[config.mk]
export PLATFORM = sky130hd
export DESIGN_NAME = touch_swipe_gesture_classifier_core
export DESIGN_NICKNAME = d
export VERILOG_FILES = /design/src/hdl/tsgc_pkg.sv /design/src/hdl/tsgc_cfg_regs.sv /design/src/hdl/tsgc_classify.sv /design/src/hdl/tsgc_tracker.sv /design/src/hdl/touch_swipe_gesture_classifier_core.sv
export SDC_FILE = /design/constraint.sdc
export NUM_CORES = 1
export LEC_CHECK = 0
export BUFFER_PORTS_ARGS = -buffer_cell sky130_fd_sc_hd__clkbuf_2
export CELL_PAD_IN_SITES_DETAIL_PLACEMENT = 0
export CELL_PAD_IN_SITES_GLOBAL_PLACEMENT = 2
export CORE_ASPECT_RATIO = 2
export CORE_UTILIZATION = 41
export DETAILED_ROUTE_END_ITERATION = 12
export GPL_TIMING_DRIVEN = 0
export PLACE_DENSITY = 0.95
export SLEW_MARGIN = 20
export SYNTH_ARGS = -nofsm -noshare
export SYNTH_HDL_FRONTEND = slang
export SYNTH_SLANG_ARGS = --single-unit
[constraint.sdc]
create_clock -name clk -period 12.9 [get_ports clk]
set_input_delay 0.645 -clock clk [delete_from_list [all_inputs] [get_ports clk]]
set_output_delay 0.645 -clock clk [all_outputs]
set_load 0.05 [all_outputs]
[src/hdl/tsgc_pkg.sv]
// Shared types and constants for the touch swipe gesture classifier.
`timescale 1ns / 1ps
package tsgc_pkg;

  localparam int MOVE_W  = 12;
  localparam int TIME_W  = 32;
  localparam int LIMIT_W = 16;
  localparam int CODE_W  = 3;
  localparam int CFG_IDX_W  = 3;
  localparam int CFG_DATA_W = 16;

  // Gesture codes.
  localparam logic [CODE_W-1:0] GC_NONE  = 3'd0;
  localparam logic [CODE_W-1:0] GC_TAP   = 3'd1;
  localparam logic [CODE_W-1:0] GC_LEFT  = 3'd2;
  localparam logic [CODE_W-1:0] GC_RIGHT = 3'd3;
  localparam logic [CODE_W-1:0] GC_UP    = 3'd4;
  localparam logic [CODE_W-1:0] GC_DOWN  = 3'd5;

  // Configuration register indexes.
  localparam logic [CFG_IDX_W-1:0] REG_SWIPE_MIN_MOVE    = 3'd0;
  localparam logic [CFG_IDX_W-1:0] REG_TAP_MAX_MOVE      = 3'd1;
  localparam logic [CFG_IDX_W-1:0] REG_TAP_MAX_TIME      = 3'd2;
  localparam logic [CFG_IDX_W-1:0] REG_GESTURE_MAX_TIME  = 3'd3;
  localparam logic [CFG_IDX_W-1:0] REG_SWIPE_COOLDOWN    = 3'd4;
  localparam logic [CFG_IDX_W-1:0] REG_TAP_REPORT_ENABLE = 3'd5;

  typedef struct packed {
    logic [MOVE_W-1:0]  swipe_min_move;
    logic [MOVE_W-1:0]  tap_max_move;
    logic [LIMIT_W-1:0] tap_max_time;
    logic [LIMIT_W-1:0] gesture_max_time;
    logic [LIMIT_W-1:0] swipe_cooldown;
    logic               tap_report_enable;
  } cfg_t;

  // Status of the gesture tracker as seen by the top level.
  typedef struct packed {
    logic active;
    logic locked;
  } trk_status_t;

endpackage

[src/hdl/tsgc_cfg_regs.sv]
// Configuration register file of the gesture classifier.
`timescale 1ns / 1ps
module tsgc_cfg_regs (
  input  logic                            clk,
  input  logic                            rst_n,
  input  logic                            cfg_we,
  input  logic [tsgc_pkg::CFG_IDX_W-1:0]  cfg_index,
  input  logic [tsgc_pkg::CFG_DATA_W-1:0] cfg_wdata,
  output tsgc_pkg::cfg_t                  cfg
);
  import tsgc_pkg::*;

  cfg_t cfg_r, cfg_nxt;

  always_comb begin
    cfg_nxt = cfg_r;
    if (cfg_we) begin
      case (cfg_index)
        REG_SWIPE_MIN_MOVE:    cfg_nxt.swipe_min_move    = cfg_wdata[MOVE_W-1:0];
        REG_TAP_MAX_MOVE:      cfg_nxt.tap_max_move      = cfg_wdata[MOVE_W-1:0];
        REG_TAP_MAX_TIME:      cfg_nxt.tap_max_time      = cfg_wdata[LIMIT_W-1:0];
        REG_GESTURE_MAX_TIME:  cfg_nxt.gesture_max_time  = cfg_wdata[LIMIT_W-1:0];
        REG_SWIPE_COOLDOWN:    cfg_nxt.swipe_cooldown    = cfg_wdata[LIMIT_W-1:0];
        REG_TAP_REPORT_ENABLE: cfg_nxt.tap_report_enable = cfg_wdata[0];
        default: ;
      endcase
    end
  end

  always_ff @(posedge clk) begin
    if (!rst_n) begin
      cfg_r.swipe_min_move    <= 12'd70;
      cfg_r.tap_max_move      <= 12'd18;
      cfg_r.tap_max_time      <= 16'd250;
      cfg_r.gesture_max_time  <= 16'd1200;
      cfg_r.swipe_cooldown    <= 16'd600;
      cfg_r.tap_report_enable <= 1'b0;
    end else begin
      cfg_r <= cfg_nxt;
    end
  end

  assign cfg = cfg_r;

endmodule

[src/hdl/tsgc_classify.sv]
// Movement and duration classifier: tap, too long, or swipe direction.
`timescale 1ns / 1ps
module tsgc_classify #(
  parameter int COORD_BITS = 12
) (
  input  tsgc_pkg::cfg_t                     cfg,
  input  logic signed [COORD_BITS:0]         dx,
  input  logic signed [COORD_BITS:0]         dy,
  input  logic [tsgc_pkg::TIME_W-1:0]        dt,
  output logic [tsgc_pkg::CODE_W-1:0]        code
);
  import tsgc_pkg::*;

  localparam int CMP_W = (COORD_BITS > MOVE_W) ? COORD_BITS : MOVE_W;
  localparam int MUL_W = COORD_BITS + 3;

  logic [COORD_BITS:0]   dx_neg, dy_neg;
  logic [COORD_BITS-1:0] ax, ay;
  logic [CMP_W-1:0]      ax_w, ay_w, tap_move_w, swipe_move_w;
  logic [MUL_W-1:0]      ax5, ay5, ax6, ay6;
  logic                  is_tap, too_long, horiz, vert;

  always_comb begin
    dx_neg = -dx;
    dy_neg = -dy;
    ax = dx[COORD_BITS] ? dx_neg[COORD_BITS-1:0] : dx[COORD_BITS-1:0];
    ay = dy[COORD_BITS] ? dy_neg[COORD_BITS-1:0] : dy[COORD_BITS-1:0];
    ax_w = CMP_W'(ax);
    ay_w = CMP_W'(ay);
    tap_move_w   = CMP_W'(cfg.tap_max_move);
    swipe_move_w = CMP_W'(cfg.swipe_min_move);
    // Ratio test 1.2 done as 5*a > 6*b with shifts and adds.
    ax5 = {1'b0, ax, 2'b00} + MUL_W'(ax);
    ay5 = {1'b0, ay, 2'b00} + MUL_W'(ay);
    ax6 = {1'b0, ax, 2'b00} + {2'b00, ax, 1'b0};
    ay6 = {1'b0, ay, 2'b00} + {2'b00, ay, 1'b0};

    is_tap   = (dt <= TIME_W'(cfg.tap_max_time)) && (ax_w <= tap_move_w)
               && (ay_w <= tap_move_w);
    too_long = dt > TIME_W'(cfg.gesture_max_time);
    horiz    = (ax_w >= swipe_move_w) && (ax5 > ay6);
    vert     = (ay_w >= swipe_move_w) && (ay5 > ax6);

    if (is_tap) begin
      code = GC_TAP;
    end else if (too_long) begin
      code = GC_NONE;
    end else if (horiz) begin
      code = (!dx[COORD_BITS] && (dx != '0)) ? GC_RIGHT : GC_LEFT;
    end else if (vert) begin
      code = (!dy[COORD_BITS] && (dy != '0)) ? GC_DOWN : GC_UP;
    end else begin
      code = GC_NONE;
    end
  end

endmodule

[src/hdl/tsgc_tracker.sv]
// Gesture state, swipe cooldown lock and final result of one poll.
`timescale 1ns / 1ps
module tsgc_tracker #(
  parameter int COORD_BITS = 12
) (
  input  logic                          clk,
  input  logic                          rst_n,
  input  tsgc_pkg::cfg_t                cfg,
  input  logic                          step,
  input  logic                          touch_present,
  input  logic [COORD_BITS-1:0]         point_x,
  input  logic [COORD_BITS-1:0]         point_y,
  input  logic [tsgc_pkg::TIME_W-1:0]   time_ms,
  output logic [tsgc_pkg::CODE_W-1:0]   gesture_code,
  output logic signed [COORD_BITS:0]    delta_x,
  output logic signed [COORD_BITS:0]    delta_y,
  output logic [tsgc_pkg::TIME_W-1:0]   duration_ms,
  output tsgc_pkg::trk_status_t         status
);
  import tsgc_pkg::*;

  logic                  active_r, active_nxt;
  logic                  locked_r, locked_nxt;
  logic [COORD_BITS-1:0] start_x_r, start_x_nxt, start_y_r, start_y_nxt;
  logic [COORD_BITS-1:0] last_x_r, last_x_nxt, last_y_r, last_y_nxt;
  logic [TIME_W-1:0]     start_time_r, start_time_nxt, last_time_r, last_time_nxt;
  logic [TIME_W-1:0]     swipe_time_r, swipe_time_nxt;

  logic                  release_now, lock_held, is_swipe;
  logic [TIME_W-1:0]     since_swipe;
  logic signed [COORD_BITS:0] dx, dy;
  logic [TIME_W-1:0]     dt;
  logic [CODE_W-1:0]     raw_code;

  assign dx = $signed({1'b0, last_x_r}) - $signed({1'b0, start_x_r});
  assign dy = $signed({1'b0, last_y_r}) - $signed({1'b0, start_y_r});
  assign dt = last_time_r - start_time_r;

  tsgc_classify #(.COORD_BITS(COORD_BITS)) u_classify (
    .cfg  (cfg),
    .dx   (dx),
    .dy   (dy),
    .dt   (dt),
    .code (raw_code)
  );

  always_comb begin
    since_swipe = time_ms - swipe_time_r;
    // The lock drops first, before this poll is judged.
    lock_held   = locked_r && (since_swipe < TIME_W'(cfg.swipe_cooldown));
    release_now = !touch_present && active_r;
    is_swipe    = (raw_code != GC_NONE) && (raw_code != GC_TAP);

    active_nxt     = active_r;
    start_x_nxt    = start_x_r;
    start_y_nxt    = start_y_r;
    last_x_nxt     = last_x_r;
    last_y_nxt     = last_y_r;
    start_time_nxt = start_time_r;
    last_time_nxt  = last_time_r;
    swipe_time_nxt = swipe_time_r;
    locked_nxt     = lock_held;

    gesture_code = GC_NONE;
    delta_x      = '0;
    delta_y      = '0;
    duration_ms  = '0;

    if (touch_present) begin
      if (!active_r) begin
        start_x_nxt    = point_x;
        start_y_nxt    = point_y;
        start_time_nxt = time_ms;
      end
      active_nxt    = 1'b1;
      last_x_nxt    = point_x;
      last_y_nxt    = point_y;
      last_time_nxt = time_ms;
    end else if (release_now) begin
      active_nxt  = 1'b0;
      delta_x     = dx;
      delta_y     = dy;
      duration_ms = dt;
      if (raw_code == GC_TAP) begin
        gesture_code = cfg.tap_report_enable ? GC_TAP : GC_NONE;
      end else if (is_swipe && !lock_held) begin
        gesture_code   = raw_code;
        swipe_time_nxt = time_ms;
        locked_nxt     = 1'b1;
      end
    end
  end

  always_ff @(posedge clk) begin
    if (!rst_n) begin
      active_r     <= 1'b0;
      locked_r     <= 1'b0;
      start_x_r    <= '0;
      start_y_r    <= '0;
      last_x_r     <= '0;
      last_y_r     <= '0;
      start_time_r <= '0;
      last_time_r  <= '0;
      swipe_time_r <= '0;
    end else if (step) begin
      active_r     <= active_nxt;
      locked_r     <= locked_nxt;
      start_x_r    <= start_x_nxt;
      start_y_r    <= start_y_nxt;
      last_x_r     <= last_x_nxt;
      last_y_r     <= last_y_nxt;
      start_time_r <= start_time_nxt;
      last_time_r  <= last_time_nxt;
      swipe_time_r <= swipe_time_nxt;
    end
  end

  assign status.active = active_r;
  assign status.locked = locked_r;

endmodule

[src/hdl/touch_swipe_gesture_classifier_core.sv]
// Top level of the touch swipe gesture classifier: handshakes and registers.
// Path: a poll beat passes the input register, then the result register,
// before its result beat appears on the outputs.
// Throughput: one poll per cycle while out_stall is low; the single
// classify stage between the input and result registers sets that figure.
// Every poll gives exactly one result beat (code none when nothing ends).
// Synchronous active-low reset clears control and gesture state and loads
// the default thresholds.
`timescale 1ns / 1ps
module touch_swipe_gesture_classifier_core #(
  parameter int COORD_BITS = 12
) (
  input  logic                            clk,
  input  logic                            rst_n,
  input  logic                            in_valid,
  output logic                            in_stall,
  input  logic                            in_touch_present,
  input  logic [COORD_BITS-1:0]           in_point_x,
  input  logic [COORD_BITS-1:0]           in_point_y,
  input  logic [tsgc_pkg::TIME_W-1:0]     in_time_ms,
  output logic                            out_valid,
  input  logic                            out_stall,
  output logic [tsgc_pkg::CODE_W-1:0]     out_gesture_code,
  output logic signed [COORD_BITS:0]      out_delta_x,
  output logic signed [COORD_BITS:0]      out_delta_y,
  output logic [tsgc_pkg::TIME_W-1:0]     out_duration_ms,
  input  logic                            cfg_we,
  input  logic [tsgc_pkg::CFG_IDX_W-1:0]  cfg_index,
  input  logic [tsgc_pkg::CFG_DATA_W-1:0] cfg_wdata
);
  import tsgc_pkg::*;

  cfg_t        cfg;
  trk_status_t trk_status;

  // Input register: holds one poll beat while the result side is stalled.
  logic                  s1_valid_r, s1_valid_nxt;
  logic                  s1_touch_r;
  logic [COORD_BITS-1:0] s1_x_r, s1_y_r;
  logic [TIME_W-1:0]     s1_time_r;

  // Result register.
  logic                  out_valid_r, out_valid_nxt;
  logic [CODE_W-1:0]     out_code_r;
  logic signed [COORD_BITS:0] out_dx_r, out_dy_r;
  logic [TIME_W-1:0]     out_dt_r;

  // Result of the poll held in the input register.
  logic [CODE_W-1:0]     res_code;
  logic signed [COORD_BITS:0] res_dx, res_dy;
  logic [TIME_W-1:0]     res_dt;

  logic in_accept, s1_move, load;

  tsgc_cfg_regs u_cfg (
    .clk       (clk),
    .rst_n     (rst_n),
    .cfg_we    (cfg_we),
    .cfg_index (cfg_index),
    .cfg_wdata (cfg_wdata),
    .cfg       (cfg)
  );

  // The input register drains whenever the result register is empty or its
  // beat is being taken this cycle, so a new poll can follow every cycle.
  assign s1_move   = !out_valid_r || !out_stall;
  assign in_stall  = s1_valid_r && !s1_move;
  assign in_accept = in_valid && !in_stall;
  assign load      = s1_valid_r && s1_move;

  // Gesture state advances only when its poll moves into the result register.
  tsgc_tracker #(.COORD_BITS(COORD_BITS)) u_tracker (
    .clk           (clk),
    .rst_n         (rst_n),
    .cfg           (cfg),
    .step          (load),
    .touch_present (s1_touch_r),
    .point_x       (s1_x_r),
    .point_y       (s1_y_r),
    .time_ms       (s1_time_r),
    .gesture_code  (res_code),
    .delta_x       (res_dx),
    .delta_y       (res_dy),
    .duration_ms   (res_dt),
    .status        (trk_status)
  );

  always_comb begin
    if (in_accept) begin
      s1_valid_nxt = 1'b1;
    end else if (s1_move) begin
      s1_valid_nxt = 1'b0;
    end else begin
      s1_valid_nxt = s1_valid_r;
    end
    out_valid_nxt = s1_move ? s1_valid_r : out_valid_r;
  end

  always_ff @(posedge clk) begin
    if (!rst_n) begin
      s1_valid_r  <= 1'b0;
      out_valid_r <= 1'b0;
    end else begin
      s1_valid_r  <= s1_valid_nxt;
      out_valid_r <= out_valid_nxt;
    end
  end

  always_ff @(posedge clk) begin
    if (in_accept) begin
      s1_touch_r <= in_touch_present;
      s1_x_r     <= in_point_x;
      s1_y_r     <= in_point_y;
      s1_time_r  <= in_time_ms;
    end
    if (load) begin
      out_code_r <= res_code;
      out_dx_r   <= res_dx;
      out_dy_r   <= res_dy;
      out_dt_r   <= res_dt;
    end
  end

  assign out_valid        = out_valid_r;
  assign out_gesture_code = out_code_r;
  assign out_delta_x      = out_dx_r;
  assign out_delta_y      = out_dy_r;
  assign out_duration_ms  = out_dt_r;

  // An emitted swipe must leave the cooldown lock set.
  a_swipe_locks: assert property (@(posedge clk) disable iff (!rst_n)
    load && (res_code == GC_LEFT || res_code == GC_RIGHT ||
             res_code == GC_UP || res_code == GC_DOWN) |=> trk_status.locked)
    else $error("swipe emitted without setting the cooldown lock");

  // A poll with a touch present always leaves a gesture open.
  a_touch_opens: assert property (@(posedge clk) disable iff (!rst_n)
    load && s1_touch_r |=> trk_status.active)
    else $error("touch poll did not leave a gesture active");

  // Taps only come out while tap reporting is enabled.
  a_tap_enabled: assert property (@(posedge clk) disable iff (!rst_n)
    load && (res_code == GC_TAP) |-> cfg.tap_report_enable)
    else $error("tap reported while tap reporting is disabled");

  // A swipe always carries a nonzero movement.
  a_swipe_moves: assert property (@(posedge clk) disable iff (!rst_n)
    out_valid_r && (out_code_r == GC_LEFT || out_code_r == GC_RIGHT ||
                    out_code_r == GC_UP || out_code_r == GC_DOWN)
    |-> (out_dx_r != '0) || (out_dy_r != '0))
    else $error("swipe result with zero movement");

endmodule
==> flow_summary_export.csv <==
group,metric,value,unit
timing,layout_setup_ws,3.08,ns
final_layout,final_common_cell,"nand2_1",
global_route,grt_pass1_wl,112000,um
route,drt_iter0_drc,1038,
worst_setup_path,cp.buffers_inverters,3,
cts,clk_path_buf_depth,3,
floorplanning,io_pins,144,
final_layout,drive_above_1_share,9.47,%
timing,tightestPinTransition,1.17,ns
global_route,grt_pass1_vias,20302,
timing,grt_setup_unrepaired,"no",
flow_run,max-cap-violations,0,
pwr,powerDensity,189,mW/mm2
route,wl_met1,25900,um
final_layout,area_growth,12.8,%
worst_setup_path,worstSetupPathType,"reg2reg",
placement,gp_congestion,0.948,
cts,post-cts-setup-buffers,0,
final_layout,fin_area,0.0262,mm2
floorplanning,dieArea,0.0576,mm2
placement,portBuffers,142,
route,wl_met2,40100,um
pwr,pwr-share-comb,55.6,%
route,vias,20050,
floorplanning,fp.dieH,339,um
final_layout,mostFrequentLayoutCells,"nand2_1 (521), ha_1 (253), dfxtp_1 (221), inv_1 (204), a21boi_0 (171)",
cts,cts-root-buf,"clkbuf_16",
route,wl_per_cell,20.2,um
worst_setup_path,critPathMaxFanout,10,
cts,htree_levels,2,
worst_setup_path,critPathSlowestCell,"a311oi_1",
global_route,grt_usage,25.7,%
route,drt-pass1-iter-count,5,
synthesis,syn_avg_cell_area,8.58,um2
cts,holdBufCountCts,0,
timing,setup_violations,0,
placement,hpwl,60900,um
synthesis,syn_area,0.0232,mm2
worst_setup_path,start_kind,"flop",
synthesis,syn_inst,2707,
worst_setup_path,cp-end-kind,"flop",
timing,fin_crit_sh,76.1,%
placement,dp_slack,3.23,ns
cts,clock-sinks,339,
outcome,status,"completed",
timing,drv_slew,0,
final_layout,fillers,5648,
synthesis,ys.flop_type,"dfxtp_1",
final_layout,fin_nets,3231,
pwr,power.switching,2.13,mW
floorplanning,coreArea,0.0560,mm2
worst_setup_path,arrival,10.28,ns
worst_setup_path,slowest_delay,0.73,ns
route,remaining_drc_errors,0,
synthesis,syn-num-nets,3049,
cts,cts_resized,0,
pwr,p_leak,10.3,nW
synthesis,yosysSeqAreaShare,34.3,%
pwr,p_int,2.81,mW
pwr,peakVddDrop,0.143,mV
synthesis,synth.distinct_cells,102,
pwr,switching_share,43.1,%
timing,tns,0,ns
global_route,antenna_found_initial,0,
route,dr_wl_met3,2360,um
timing,max_freq,0.102,GHz
placement,place_area,0.0250,mm2
min_path,hp-class,"in2reg",
cts,numCtsBuffers,34,
timing,hold_violations,0,
route,vias_per_cell,5.47,
cts,cts_tree,"built",
final_layout,diodes,0,
route,routed.top_layer,"met4",
synthesis,async_reset_ff_share,0,%
synthesis,ys_ff_latch,339,
route,ant_nets,0,
worst_setup_path,cpLargestDelayFamily,"compound AO/OA/AOI/OAI gates",
timing,fin_crit,9.82,ns
synthesis,yosysWarnings,0,
floorplanning,row_count,123,
cts,insertion_delay,0.55,ns
global_route,overflow,0,
pwr,p_clk_share,20.7,%
route,routed_wl,73900,um
floorplanning,die_w,170,um
timing,final.setup_skew,0.0199,ns
pwr,p_seq_share,23.7,%
cts,clk_pin_slew,0.07,ns
timing,slew_headroom,21.6,%
floorplanning,start_util,41.4,%
synthesis,synth-edff-count,118,
global_route,grt_max_degree,39,
worst_setup_path,required,13.36,ns
[synth_stat cells (9+ instances only)]
| cell type | instances | area share (%) |
|---|---|---|
| nand2_1 | 521 | 8.4 |
| ha_1 | 253 | 14 |
| dfxtp_1 | 221 | 19 |
| inv_1 | 205 | 3.3 |
| a21boi_0 | 171 | 5.5 |
| a21oi_1 | 142 | 3.1 |
| nor2_1 | 129 | 2.1 |
| edfxtp_1 | 118 | 15 |
| xnor2_1 | 85 | 3.2 |
| clkbuf_1 | 70 | 1.1 |
| o21ai_0 | 70 | 1.5 |
| a21o_1 | 46 | 1.5 |
| xor2_1 | 43 | 1.6 |
| o211ai_1 | 42 | 1.4 |
| mux2i_1 | 40 | 1.7 |
| nor3_1 | 39 | 0.84 |
| nand3_1 | 38 | 0.82 |
| nand4_1 | 35 | 0.94 |
| o21a_1 | 34 | 1.1 |
| and2_1 | 33 | 0.89 |
| nor2b_1 | 26 | 0.70 |
| nand2b_1 | 24 | 0.65 |
| a31oi_1 | 21 | 0.57 |
| o21bai_1 | 20 | 0.65 |
| or3_1 | 19 | 0.51 |
| and3_1 | 17 | 0.46 |
| nor4_1 | 16 | 0.43 |
| a211oi_1 | 14 | 0.45 |
| o21ai_1 | 14 | 0.30 |
| a211o_1 | 11 | 0.41 |
| or2_2 | 10 | 0.27 |
| buf_1 | 9 | 0.15 |
| o2111ai_1 | 9 | 0.34 |
[layout make-up]
| class | instances | area (um2) | area share, % |
|---|---|---|---|
| clock buffers | 52 | 1040 | 3.99 |
| flip-flops and latches | 339 | 7970 | 30.4 |
| clock inverters | 10 | 86.3 | 0.330 |
| repair buffers | 146 | 790 | 3.02 |
| well taps | 750 | 938 | 3.58 |
| multi-input cells | 2061 | 14100 | 53.8 |
| inverters | 205 | 772 | 2.95 |
| plain buffers | 102 | 507 | 1.94 |
[cells by family after synthesis]
group	synth area share, %
xor gates and xnor gates	4.90
DFF	34.3
muxes	1.77
adders and majority gates	14.3
and+or+nand+nor	18.3
AOI/OAI and AO/OA	20.9
buffers and inverters	5.50
[stage by stage]
stage / cells / total power, mW / hold slack (ns) / utilization, %
after floorplan: 2707 / 3.14 / 0.435 / -
after global placement: 3599 / 3.78 / 0.442 / 44.4
after detailed placement: 3603 / 3.89 / 0.450 / 44.7
after CTS: 3665 / 4.93 / 0.251 / 46.7
after global routing: 3665 / 5.27 / 0.261 / 46.7
final: 3665 / 4.94 / 0.277 / 46.7
[state kept, by name, summed over array words and instances, names as in the netlist, 3 cells and up]
name	cells
s1_x_r	12
s1_y_r	12
out_delta_y	13
out_gesture_code	3
u_tracker.start_x_r	12
out_duration_ms	32
u_tracker.swipe_time_r	32
u_tracker.last_y_r	12
s1_time_r	32
out_delta_x	13
u_tracker.last_x_r	12
u_tracker.last_time_r	32
u_cfg.cfg	73
u_tracker.start_time_r	32
u_tracker.start_y_r	12
[path summary, 6_finish.rpt]
check	from	end	slack, ns	cells past startpoint
worst min register to register	u_tracker.swipe_time_r[1]	u_tracker.swipe_time_r[1]	0.46	2
worst min-delay path	in_point_x[9]	s1_x_r[9]	0.28	1
worst max-delay path	u_tracker.last_y_r[0]	u_tracker.swipe_time_r[22]	3.08	32
worst max register to register	u_tracker.last_y_r[0]	u_tracker.swipe_time_r[22]	3.08	32
[power groups by stage]
stage	Sequential, mW	Combinational (mW)	Clock (mW)
global placement	1.19	2.59	0
global route	1.17	3.02	1.08
finish	1.17	2.74	1.02
detailed placement	1.19	2.70	0
floorplan	1.21	1.93	0
CTS	1.17	2.71	1.05
[metal layers]
| metal | vias to the layer above | global-route usage [%] |
|---|---|---|
| met5 | - | 0 |
| met4 | 0 | 17.8 |
| met3 | 213 | 2.39 |
| met2 | 523 | 50.3 |
| met1 | 9382 | 24.5 |
| li1 | 9932 | - |
No activity file was read; power rests on OpenSTA's default activity.
